[src/hw/rtl/fbfl_pkg.sv]
package fbfl_pkg;

	localparam int IDX_W = 9;
	localparam int OPC_W = 2;
	localparam int STAT_W = 2;
	localparam int CNT_W = 9;

	localparam int TDATA_IN_W = 16;
	localparam int TUSER_W = 2;
	localparam int TDATA_OUT_W = 24;

	localparam int DEF_MAX_BLOCKS = 256;
	localparam logic [CNT_W-1:0] RESET_BLOCK_COUNT = 9'd256;

	localparam logic [OPC_W-1:0] OP_ALLOC = 2'd0;
	localparam logic [OPC_W-1:0] OP_FREE = 2'd1;
	localparam logic [OPC_W-1:0] OP_INIT = 2'd2;

	typedef enum logic [STAT_W-1:0] {
		ST_OK = 2'd0,
		ST_EMPTY = 2'd1,
		ST_RANGE = 2'd2
	} status_t;

	typedef enum logic [1:0] {
		K_ALLOC,
		K_FREE,
		K_INIT,
		K_NOP
	} kind_t;

	typedef struct packed {
		kind_t kind;
		logic [IDX_W-1:0] idx;
	} cmd_t;

	typedef enum logic [1:0] {
		BK_IDLE,
		BK_ALLOC_RD,
		BK_SWEEP
	} back_state_t;

endpackage

[src/hw/rtl/fixed_block_free_list_allocator_top.sv]
// Fixed-size block allocator over a linked free list of block indices 1..pool size.
// Command stream (s_axis): tuser carries the opcode (alloc, free, reinit), tdata
// the block index to free. One result per command leaves on m_axis: granted
// index, status and the free count after the command.
// cfg_we/cfg_wdata load the pool size used by the next reinit.
// Commands enter a two-entry queue, so up to two are taken while the list engine
// is busy or the result register is full; a stalled receiver holds the result register
// and the engine stops once it has a result to load, while the queue keeps filling.
// Per command in the engine: free and no-op load their result as they are dequeued,
// alloc first reads the head's link from the link RAM before the head can move, and
// reinit is dequeued, then writes every link RAM entry, the whole depth, not only the pool.
// Results are registered: a command passes the queue, the engine, then the result register.
// Reset: the engine runs the same chaining pass over the link RAM with a pool of
// 256 blocks (or MAX_BLOCKS if lower) and produces no result for it; commands
// accepted meanwhile wait in the queue.
module fixed_block_free_list_allocator_top #(
	parameter int MAX_BLOCKS = fbfl_pkg::DEF_MAX_BLOCKS
) (
	input  logic                              clk,
	input  logic                              arst_n,
	input  logic                              s_axis_tvalid,
	output logic                              s_axis_tready,
	input  logic [fbfl_pkg::TDATA_IN_W-1:0]   s_axis_tdata,  // [8:0] block_index
	input  logic [fbfl_pkg::TUSER_W-1:0]      s_axis_tuser,  // [1:0] opcode
	output logic                              m_axis_tvalid,
	input  logic                              m_axis_tready,
	// [8:0] granted_index, [10:9] status, [19:11] free_count
	output logic [fbfl_pkg::TDATA_OUT_W-1:0]  m_axis_tdata,
	input  logic                              cfg_we,
	input  logic [fbfl_pkg::CNT_W-1:0]        cfg_wdata
);
	import fbfl_pkg::*;

	logic [CNT_W-1:0]  block_count_q;
	logic              q_push;
	logic              q_ready;
	cmd_t              push_cmd;
	logic              q_pop;
	logic              q_valid;
	cmd_t              pop_cmd;
	logic [IDX_W-1:0]  granted_index;
	logic [STAT_W-1:0] status;
	logic [CNT_W-1:0]  free_count;

	always_ff @(posedge clk or negedge arst_n) begin
		if (!arst_n) begin
			block_count_q <= RESET_BLOCK_COUNT;
		end else if (cfg_we) begin
			block_count_q <= cfg_wdata;
		end
	end

	fbfl_front u_front (
		.in_valid    (s_axis_tvalid),
		.in_ready    (s_axis_tready),
		.opcode      (s_axis_tuser[OPC_W-1:0]),
		.block_index (s_axis_tdata[IDX_W-1:0]),
		.q_push      (q_push),
		.q_ready     (q_ready),
		.q_cmd       (push_cmd)
	);

	fbfl_queue u_queue (
		.clk        (clk),
		.arst_n     (arst_n),
		.push       (q_push),
		.push_ready (q_ready),
		.push_cmd   (push_cmd),
		.pop        (q_pop),
		.pop_valid  (q_valid),
		.pop_cmd    (pop_cmd)
	);

	fbfl_back #(
		.MAX_BLOCKS(MAX_BLOCKS)
	) u_back (
		.clk           (clk),
		.arst_n        (arst_n),
		.block_count   (block_count_q),
		.q_valid       (q_valid),
		.q_cmd         (pop_cmd),
		.q_pop         (q_pop),
		.out_valid     (m_axis_tvalid),
		.out_ready     (m_axis_tready),
		.granted_index (granted_index),
		.status        (status),
		.free_count    (free_count)
	);

	assign m_axis_tdata = {{(TDATA_OUT_W - IDX_W - STAT_W - CNT_W){1'b0}},
		free_count, status, granted_index};

endmodule

[src/hw/rtl/fbfl_ram.sv]
module fbfl_ram #(
	parameter int WIDTH = 9,
	parameter int DEPTH = 256
) (
	input  logic                     clk,
	input  logic                     we,
	input  logic [$clog2(DEPTH)-1:0] waddr,
	input  logic [WIDTH-1:0]         wdata,
	input  logic                     re,
	input  logic [$clog2(DEPTH)-1:0] raddr,
	output logic [WIDTH-1:0]         rdata
);

	logic [WIDTH-1:0] mem_q [DEPTH];
	logic [WIDTH-1:0] rdata_q;

	always_ff @(posedge clk) begin
		if (we) begin
			mem_q[waddr] <= wdata;
		end
		if (re) begin
			rdata_q <= mem_q[raddr];
		end
	end

	assign rdata = rdata_q;

endmodule

[src/hw/rtl/fbfl_front.sv]
module fbfl_front (
	input  logic                        in_valid,
	output logic                        in_ready,
	input  logic [fbfl_pkg::OPC_W-1:0]  opcode,
	input  logic [fbfl_pkg::IDX_W-1:0]  block_index,
	output logic                        q_push,
	input  logic                        q_ready,
	output fbfl_pkg::cmd_t              q_cmd
);
	import fbfl_pkg::*;

	assign in_ready = q_ready;
	assign q_push = in_valid && q_ready;

	// A free of the null index never touches the list, so it goes down as a no-op.
	always_comb begin
		q_cmd.idx = block_index;
		case (opcode)
			OP_ALLOC: q_cmd.kind = K_ALLOC;
			OP_FREE:  q_cmd.kind = (block_index == '0) ? K_NOP : K_FREE;
			OP_INIT:  q_cmd.kind = K_INIT;
			default:  q_cmd.kind = K_NOP;
		endcase
	end

endmodule

[src/hw/rtl/fbfl_queue.sv]
module fbfl_queue (
	input  logic           clk,
	input  logic           arst_n,
	input  logic           push,
	output logic           push_ready,
	input  fbfl_pkg::cmd_t push_cmd,
	input  logic           pop,
	output logic           pop_valid,
	output fbfl_pkg::cmd_t pop_cmd
);
	import fbfl_pkg::*;

	cmd_t       entry_q [2];
	logic       wr_ptr_q;
	logic       rd_ptr_q;
	logic [1:0] cnt_q;

	assign push_ready = (cnt_q != 2'd2);
	assign pop_valid = (cnt_q != 2'd0);
	assign pop_cmd = entry_q[rd_ptr_q];

	always_ff @(posedge clk or negedge arst_n) begin
		if (!arst_n) begin
			wr_ptr_q <= 1'b0;
			rd_ptr_q <= 1'b0;
			cnt_q <= 2'd0;
		end else begin
			if (push) begin
				wr_ptr_q <= ~wr_ptr_q;
			end
			if (pop) begin
				rd_ptr_q <= ~rd_ptr_q;
			end
			case ({push, pop})
				2'b10:   cnt_q <= cnt_q + 2'd1;
				2'b01:   cnt_q <= cnt_q - 2'd1;
				default: cnt_q <= cnt_q;
			endcase
		end
	end

	always_ff @(posedge clk) begin
		if (push) begin
			entry_q[wr_ptr_q] <= push_cmd;
		end
	end

endmodule

[src/hw/rtl/fbfl_back.sv]
module fbfl_back #(
	parameter int MAX_BLOCKS = fbfl_pkg::DEF_MAX_BLOCKS
) (
	input  logic                         clk,
	input  logic                         arst_n,
	input  logic [fbfl_pkg::CNT_W-1:0]   block_count,
	input  logic                         q_valid,
	input  fbfl_pkg::cmd_t               q_cmd,
	output logic                         q_pop,
	output logic                         out_valid,
	input  logic                         out_ready,
	output logic [fbfl_pkg::IDX_W-1:0]   granted_index,
	output logic [fbfl_pkg::STAT_W-1:0]  status,
	output logic [fbfl_pkg::CNT_W-1:0]   free_count
);
	import fbfl_pkg::*;

	localparam int AW = $clog2(MAX_BLOCKS);

	function automatic logic [CNT_W-1:0] clamp_count(input logic [CNT_W-1:0] c);
		logic [CNT_W-1:0] r;
		r = (32'(c) > MAX_BLOCKS) ? CNT_W'(MAX_BLOCKS) : c;
		return r;
	endfunction

	back_state_t state_q, state_d;
	logic [AW-1:0]    sweep_q, sweep_d;
	logic [IDX_W-1:0] head_q, head_d;
	logic [CNT_W-1:0] count_q, count_d;
	logic [CNT_W-1:0] pool_q, pool_d;
	logic [CNT_W-1:0] init_n_q, init_n_d;
	logic             reply_q, reply_d;

	logic             out_valid_q;
	logic [IDX_W-1:0] out_granted_q;
	status_t          out_status_q;
	logic [CNT_W-1:0] out_count_q;

	logic             out_free;
	logic             out_load;
	logic [IDX_W-1:0] load_granted;
	status_t          load_status;
	logic [CNT_W-1:0] load_count;

	logic             mem_we;
	logic [AW-1:0]    mem_waddr;
	logic [IDX_W-1:0] mem_wdata;
	logic             mem_re;
	logic [AW-1:0]    mem_raddr;
	logic [IDX_W-1:0] mem_rdata;

	logic [31:0]      entry_no;
	logic             sweep_last;

	// Entry i of the list lives at address i-1.
	fbfl_ram #(
		.WIDTH(IDX_W),
		.DEPTH(MAX_BLOCKS)
	) u_link_ram (
		.clk   (clk),
		.we    (mem_we),
		.waddr (mem_waddr),
		.wdata (mem_wdata),
		.re    (mem_re),
		.raddr (mem_raddr),
		.rdata (mem_rdata)
	);

	assign out_free = !out_valid_q || out_ready;
	assign entry_no = 32'(sweep_q) + 32'd1;
	assign sweep_last = (sweep_q == AW'(MAX_BLOCKS - 1));

	always_comb begin
		state_d = state_q;
		sweep_d = sweep_q;
		head_d = head_q;
		count_d = count_q;
		pool_d = pool_q;
		init_n_d = init_n_q;
		reply_d = reply_q;
		q_pop = 1'b0;
		mem_we = 1'b0;
		mem_waddr = sweep_q;
		mem_wdata = '0;
		mem_re = 1'b0;
		mem_raddr = AW'(head_q - IDX_W'(1));
		out_load = 1'b0;
		load_granted = '0;
		load_status = ST_OK;
		load_count = count_q;

		case (state_q)
			BK_IDLE: begin
				if (q_valid) begin
					case (q_cmd.kind)
						K_ALLOC: begin
							if (head_q == '0 || 32'(head_q) > MAX_BLOCKS) begin
								if (out_free) begin
									q_pop = 1'b1;
									out_load = 1'b1;
									load_status = ST_EMPTY;
								end
							end else begin
								// fetch the link of the head; the alloc finishes in BK_ALLOC_RD once the result register is free
								q_pop = 1'b1;
								mem_re = 1'b1;
								state_d = BK_ALLOC_RD;
							end
						end
						K_FREE: begin
							if (out_free) begin
								q_pop = 1'b1;
								out_load = 1'b1;
								if (q_cmd.idx > pool_q) begin
									load_status = ST_RANGE;
								end else begin
									mem_we = 1'b1;
									mem_waddr = AW'(q_cmd.idx - IDX_W'(1));
									mem_wdata = head_q;
									head_d = q_cmd.idx;
									if (count_q < pool_q) begin
										count_d = count_q + CNT_W'(1);
									end
									load_count = count_d;
								end
							end
						end
						K_INIT: begin
							q_pop = 1'b1;
							init_n_d = clamp_count(block_count);
							sweep_d = '0;
							reply_d = 1'b1;
							state_d = BK_SWEEP;
						end
						default: begin
							if (out_free) begin
								q_pop = 1'b1;
								out_load = 1'b1;
							end
						end
					endcase
				end
			end
			BK_ALLOC_RD: begin
				if (out_free) begin
					head_d = mem_rdata;
					if (count_q != '0) begin
						count_d = count_q - CNT_W'(1);
					end
					out_load = 1'b1;
					load_granted = head_q;
					load_count = count_d;
					state_d = BK_IDLE;
				end
			end
			BK_SWEEP: begin
				mem_we = 1'b1;
				mem_waddr = sweep_q;
				mem_wdata = (entry_no < 32'(init_n_q)) ? IDX_W'(entry_no + 32'd1) : '0;
				if (!sweep_last) begin
					sweep_d = sweep_q + AW'(1);
				end else if (!reply_q || out_free) begin
					pool_d = init_n_q;
					head_d = (init_n_q != '0) ? IDX_W'(1) : '0;
					count_d = init_n_q;
					out_load = reply_q;
					load_count = init_n_q;
					reply_d = 1'b0;
					state_d = BK_IDLE;
				end
			end
			default: begin
				state_d = BK_IDLE;
			end
		endcase
	end

	always_ff @(posedge clk or negedge arst_n) begin
		if (!arst_n) begin
			state_q <= BK_SWEEP;
			sweep_q <= '0;
			head_q <= '0;
			count_q <= '0;
			pool_q <= '0;
			init_n_q <= clamp_count(RESET_BLOCK_COUNT);
			reply_q <= 1'b0;
			out_valid_q <= 1'b0;
		end else begin
			state_q <= state_d;
			sweep_q <= sweep_d;
			head_q <= head_d;
			count_q <= count_d;
			pool_q <= pool_d;
			init_n_q <= init_n_d;
			reply_q <= reply_d;
			if (out_load) begin
				out_valid_q <= 1'b1;
			end else if (out_ready) begin
				out_valid_q <= 1'b0;
			end
		end
	end

	always_ff @(posedge clk) begin
		if (out_load) begin
			out_granted_q <= load_granted;
			out_status_q <= load_status;
			out_count_q <= load_count;
		end
	end

	assign out_valid = out_valid_q;
	assign granted_index = out_granted_q;
	assign status = out_status_q;
	assign free_count = out_count_q;

endmodule

[config.mk]
export PLATFORM = sky130hd
export DESIGN_NAME = fixed_block_free_list_allocator_top
export DESIGN_NICKNAME = d
export VERILOG_FILES = /design/src/hw/rtl/fbfl_pkg.sv /design/src/hw/rtl/fixed_block_free_list_allocator_top.sv /design/src/hw/rtl/fbfl_ram.sv /design/src/hw/rtl/fbfl_front.sv /design/src/hw/rtl/fbfl_queue.sv /design/src/hw/rtl/fbfl_back.sv
export SDC_FILE = /design/constraint.sdc
export NUM_CORES = 2
export LEC_CHECK = 0
export ABC_AREA = 1
export BUFFER_PORTS_ARGS = -buffer_cell sky130_fd_sc_hd__buf_4
export CAP_MARGIN = 20
export CORE_MARGIN = 4
export CORE_UTILIZATION = 50
export CTS_CLUSTER_DIAMETER = 120
export DETAILED_ROUTE_END_ITERATION = 12
export PLACE_DENSITY = 0.78
export SLEW_MARGIN = 20
export SYNTH_ARGS = -nofsm -noshare
export SYNTH_HDL_FRONTEND = slang
export SYNTH_SLANG_ARGS = --single-unit
[constraint.sdc]
create_clock -name clk -period 13.55 [get_ports clk]
set_input_delay 2.71 -clock clk [delete_from_list [all_inputs] [get_ports clk]]
set_output_delay 2.71 -clock clk [all_outputs]
set_load 0.1 [all_outputs]
[Yosys cells after proc, flatten, opt, wreduce, memory -nomap -nowiden]
Memory sizes are Yosys's and may differ from the RTL's. A register that Yosys moved wholly into a read port is not among the register bits.
Index checks and enable logic that the tools add are counted.
Widths: inputs -> output; s select.
Cells by class
  add/sub/neg operators: 9
  $lt $le $gt $ge: 5
  equal/unequal tests: 21
  muxes and demuxes: 81
  bitwise gates (word level): 2
  reductions and logical operators: 26
Operator list (count)
  $mux 9: 22
  $mux 8: 8
  $pmux 9 s3: 2
  $lt 32x9->1: 1
  $mux 1: 28
  $add 9x1->9 const B: 2
  $gt 9x9->1 const B: 2
  $logic_not 9->1: 2
  $mux 2: 9
  $pmux 9 s2: 1
  $reduce_bool 9->1: 2
  $pmux 8 s2: 1
  $sub 8x1->8 const B: 2
  $ne 2x2->1 const B: 6
  $pmux 2 s2: 3
  $pmux 2 s3: 2
  $add 8x1->9 const B: 1
  $gt 9x9->1: 1
  $lt 9x9->1: 1
  $sub 9x1->9 const B: 1
  $add 8x1->8 const B: 1
  $eq 2x1->1 const B: 4
  $eq 2x2->1 const B: 4
  $eq 8x8->1 const B: 1
  19 further kinds: 37
Storage, ports and cells
  flip-flop bits (word level): 81
  memory bits (writable): 2326
  output and inout bits: 26
  word-level logic and storage cells: 161
  memories: 2
Memory list
  u_back.u_link_ram.mem_q: depth 256, bits a word 9, read ports 1, clocked after memory_dff 1, wr ports 1, RTL line fbfl_ram.sv:14  | logic [WIDTH-1:0] mem_q [DEPTH];
  u_queue.entry_q: depth 2, bits a word 11, read ports 1, clocked after memory_dff 0, wr ports 1, RTL line fbfl_queue.sv:13  | cmd_t entry_q [2];

[Logic depth before layout (Yosys ltp)]
  depth in word-level cells: 9
  mapped depth: 22

[By module]
A second synthesis with hierarchy kept.
Second synthesis, totals
  cell total of the unflattened synthesis: 8640
  area, all modules: 100072.2 um2
By module, submodules not included
  fbfl_ram: times used 1, cells each 7826, area an instance 93609.8 um2, seq. area each 69456.6 um2
  fbfl_back: times used 1, cells each 668, area an instance 4918.5 um2, seq. area each 1804.2 um2
  fbfl_queue: times used 1, cells each 81, area an instance 1038.5 um2, seq. area each 760.7 um2
  fixed_block_free_list_allocator_top: times used 1, cells each 43, area an instance 376.6 um2, seq. area each 226.5 um2
  fbfl_front: times used 1, cells each 22, area an instance 128.9 um2, seq. area each 0.0 um2

[Worst setup path after synthesis]
No wires, ideal clock.
  kind: in2reg
  start point: in m_axis_tready
  end point: mem u_back.u_link_ram.mem_q[0][0], data pin
  setup time: 2.188 ns
  data arrival time: 13.310 ns
  setup slack: -1.948 ns
  cell stages on the path: 7
  cell sequence: inv_1 nand2_1 nand2_2 nor2_4 nand2_4 clkbuf_1 o21ai_0
Between the ends
  longest elaborated chain between the ends: 5
Ends and longest elaborated chain
  start: declaration: RTL line fixed_block_free_list_allocator_top.sv:26  | input logic m_axis_tready,
  $logic_or 1x1->1: RTL line fbfl_back.sv:69  | assign out_free = !out_valid_q || out_ready;
  $mux 9: RTL line fbfl_back.sv:111  | if (out_free) begin
  $mux 9: RTL line fbfl_back.sv:95  | case (q_cmd.kind)
  $mux 9: RTL line fbfl_back.sv:94  | if (q_valid) begin
  $pmux 9 s2: RTL line fbfl_back.sv:92  | case (state_q)
  named net u_back.mem_wdata[0]: RTL line fbfl_back.sv:47  | logic [IDX_W-1:0] mem_wdata;
  end: declaration: RTL line fbfl_ram.sv:14
The timed path passes the listed nets, and every way through them passes these cells.

[Final worst setup path]
  start point: in m_axis_tready
  end point: mem u_back.u_link_ram.mem_q[173][6], data pin
Same word-level chain as after synthesis.

==> flow_summary.toml <==
[run_status]
status = "complete, no violations"

[setup_path]
worstPathRequired_ns = 14.04
timing.rr.start = "u_queue.rd_ptr_q"
criticalPathCategory = "in2reg"
arrival_ns = 6.90
path_max_fanout = 84
endpoint = "u_back.u_link_ram.mem_q[173][6]"
ff2ff_setup_slack_ns = 7.36
critPathLaunch = "m_axis_tready"
reg2reg_depth = 14
end_kind = "flip-flop"
start_kind = "input pin"
r2r_end = "u_back.u_link_ram.mem_q[173][6]"

[global_routing]
grt_pass1_vias = 64100
antenna_found_initial = 4
grt.overflow.total = 0
grt_pass1_wl_um = 384000
track_usage_pct = 23.8
grt_max_degree = 233

[pwr]
power_mw = 25.6
power.density_mw_per_mm2 = 234
p_leak_nw = 38.6
vdd_drop_max_mv = 0.414

[clock_tree]
numCtsBuffers = 228
cts_buffer_depth = 3
clock_sinks = 2416
cts-root-buf = "clkbuf_16"
clkTransAtPathRegs_ns = 0.06
cts_tree = "yes"
cts_hold_buf = 0
postCtsSetupRepairBufs = 0
cts_htree_levels = 4
cts_resized = 0
clk_latency_ns = 0.87

[flow_run]
max_cap_viol_count = 0

[yosys]
synth_edf_count = 2355
yosys.cell_types.count = 53
synth_cells = 8610
seq_area_frac_synth_pct = 72.2
syn_area_per_cell_sq_um = 11.6
synthAdderAreaFrac_pct = 0.475
synth_mux_area_share_pct = 0.0112
synthXorXnorAreaFrac_pct = 0.191
synth-simple-area-share_pct = 23.4
synth_ff_type = "edfxtp_1"
syn_area_sq_mm = 0.100
synth_top_family_by_area = "simple AND/OR/NAND/NOR gates"
synth_compound_area_share_pct = 0.857
yosys_register_bits = 2416
synth_top_area_share_pct = 70.6
ys_top_cells_by_area = "edfxtp_1 (71%), nand3_1 (12%), nand2_1 (9.5%)"
ys_async_sr_fraction_pct = 2.52
synth_area_leader_cell = "edfxtp_1"
yosys_warnings = 0

[sta]
finalCriticalPeriod_ns = 6.40
fin_ws_ns = 7.15
rsz0062_at_grt = "no"
finalHoldViolCount = 0
finalMaxSlewViolations = 0
max_freq_mhz = 156
worstMarginPinSlew_ns = 1.16
min_period_over_period_pct = 47.3
fin_setup_tns_ns = 0
slew_headroom_pct = 22.2
skew_ns = 0.0558
timing.hold.ws_ns = 0.491
setup_viol = 0

[route]
drtIter0Drc = 10100
avgRoutedWirePerCell_um = 22.7
drcViolationCount = 0
wl_um = 255000
dr.pass1.iters = 7
vias_per_cell = 6.00
vias = 67400
antenna_left = 0

[place]
pre_cts_slack_ns = 6.42
placed_area_sq_mm = 0.102
placed_cells = 10800
hpwl_um = 139000
routabilityCongestion = 0.932
io_buffers = 46

[floorplanning]
core_region_area_sq_mm = 0.198
die_y_um = 456
die-width_um = 456
fp-row-count = 163
io_pins = 58
die_area_sq_mm = 0.207
start_util_pct = 50.5

[final_layout]
num-fill-cells = 15400
nets = 8471
final_common_cell = "nand2_1"
layout.cells.non_filler = 11200
drive_gt1_share_pct = 6.53
layout_common_cells = "nand2_1 (2541), edfxtp_1 (2355), nand3_1 (2324), nor2_1 (295), clkbuf_16 (229)"
syn2layout_area_growth_pct = 9.09
design_area_sq_mm = 0.109
fin_util_pct = 55.1

[hold_path]
hold_class = "reg2reg"
-- critical path: stages --
cell,delay (ns)
buf_4,0.07
inv_1,0.03
nand2_1,0.39
nand2_2,0.17
nor2_4,0.34
nand2_4,0.35
o21ai_4,0.81
buf_4,0.87
buf_4,0.94
-- cell usage after synthesis (4+ instances only) --
library cell  number
inv_1            107
nand4_1           18
o21ai_1            4
inv_2             16
nand2_4           18
a21oi_1           34
o22ai_1           13
nor2_4            15
clkinv_1           4
buf_1             38
o211ai_1           7
dfrtp_1           58
nor3_1             8
nand3_4            6
nor2_1           295
nand3_2            5
nor2_2            30
buf_4              7
xor2_1            18
nand2_1         2545
nand2_2           24
o21ai_2            8
ha_1              38
buf_6             28
o21ai_0           71
clkbuf_1         386
edfxtp_1        2355
buf_2             97
nand3_1         2324
-- layer usage --
layer  vias up  GRT usage, %  part of all wire (%)
met2      4323          37.0                    46
li1      30000             -                     -
met1     32300          31.7                    37
met5         -         0.230                 0.035
met3       697          5.55                    12
met4         6          11.5                   5.0
-- final cells by class --
type / instances / area [sq um] / share of cell area, %
antenna: 3 / 7.51 / 0.00687
clock buffer: 281 / 5930 / 5.42
clock inverter: 133 / 1060 / 0.967
inverter: 129 / 504 / 0.462
multi-input combinational: 5511 / 25100 / 23.0
sequential: 2416 / 72300 / 66.1
tap: 2640 / 3300 / 3.02
timing repair buffer: 115 / 1050 / 0.958
-- registers in the layout, indices dropped and copies added (netlist names) --
name / count
u_back.count_q: 9
u_back.u_link_ram.rdata: 9
u_back.status: 2
u_back.init_n_q: 9
u_back.u_link_ram.mem_q: 2304
u_back.sweep_q: 8
u_back.head_q: 9
u_queue.rd_ptr_q: 1
u_back.out_valid: 1
u_back.reply_q: 1
u_back.pool_q: 9
u_back.free_count: 9
u_queue.entry_q: 22
u_back.state_q: 2
u_queue.cnt_q: 2
u_queue.wr_ptr_q: 1
block_count_q: 9
u_back.granted_index: 9
-- how the worst min path moves through the flow --
| stage | start | to | slack [ns] | depth (start not counted) |
|---|---|---|---|---|
| after CTS | u_back.pool_q[6] | u_back.pool_q[6] | 0.49 | 2 |
| final | u_back.pool_q[6] | u_back.pool_q[6] | 0.49 | 2 |
| after global routing | u_back.pool_q[2] | u_back.pool_q[2] | 0.51 | 2 |
| after detailed placement | u_back.pool_q[6] | u_back.pool_q[6] | 0.48 | 2 |
| after global placement | u_back.pool_q[2] | u_back.pool_q[2] | 0.47 | 2 |
| after floorplan | u_back.pool_q[2] | u_back.pool_q[2] | 0.45 | 2 |
-- kinds of logic after synthesis --
family,after synthesis
AOI/OAI and AO/OA,150
xor gates and xnor gates,21
adders and majority gates,38
buffers and inverters,686
DFF,2416
muxes,1
other,1
and+or+nand+nor,5297
-- power by group --
group	leakage, nW	switching [mW]	internal, mW
registers	22.2	0.128	8.57
clock network	3.40	2.70	3.30
logic	13.0	8.22	2.68
Power figures use the tool's default switching activity.
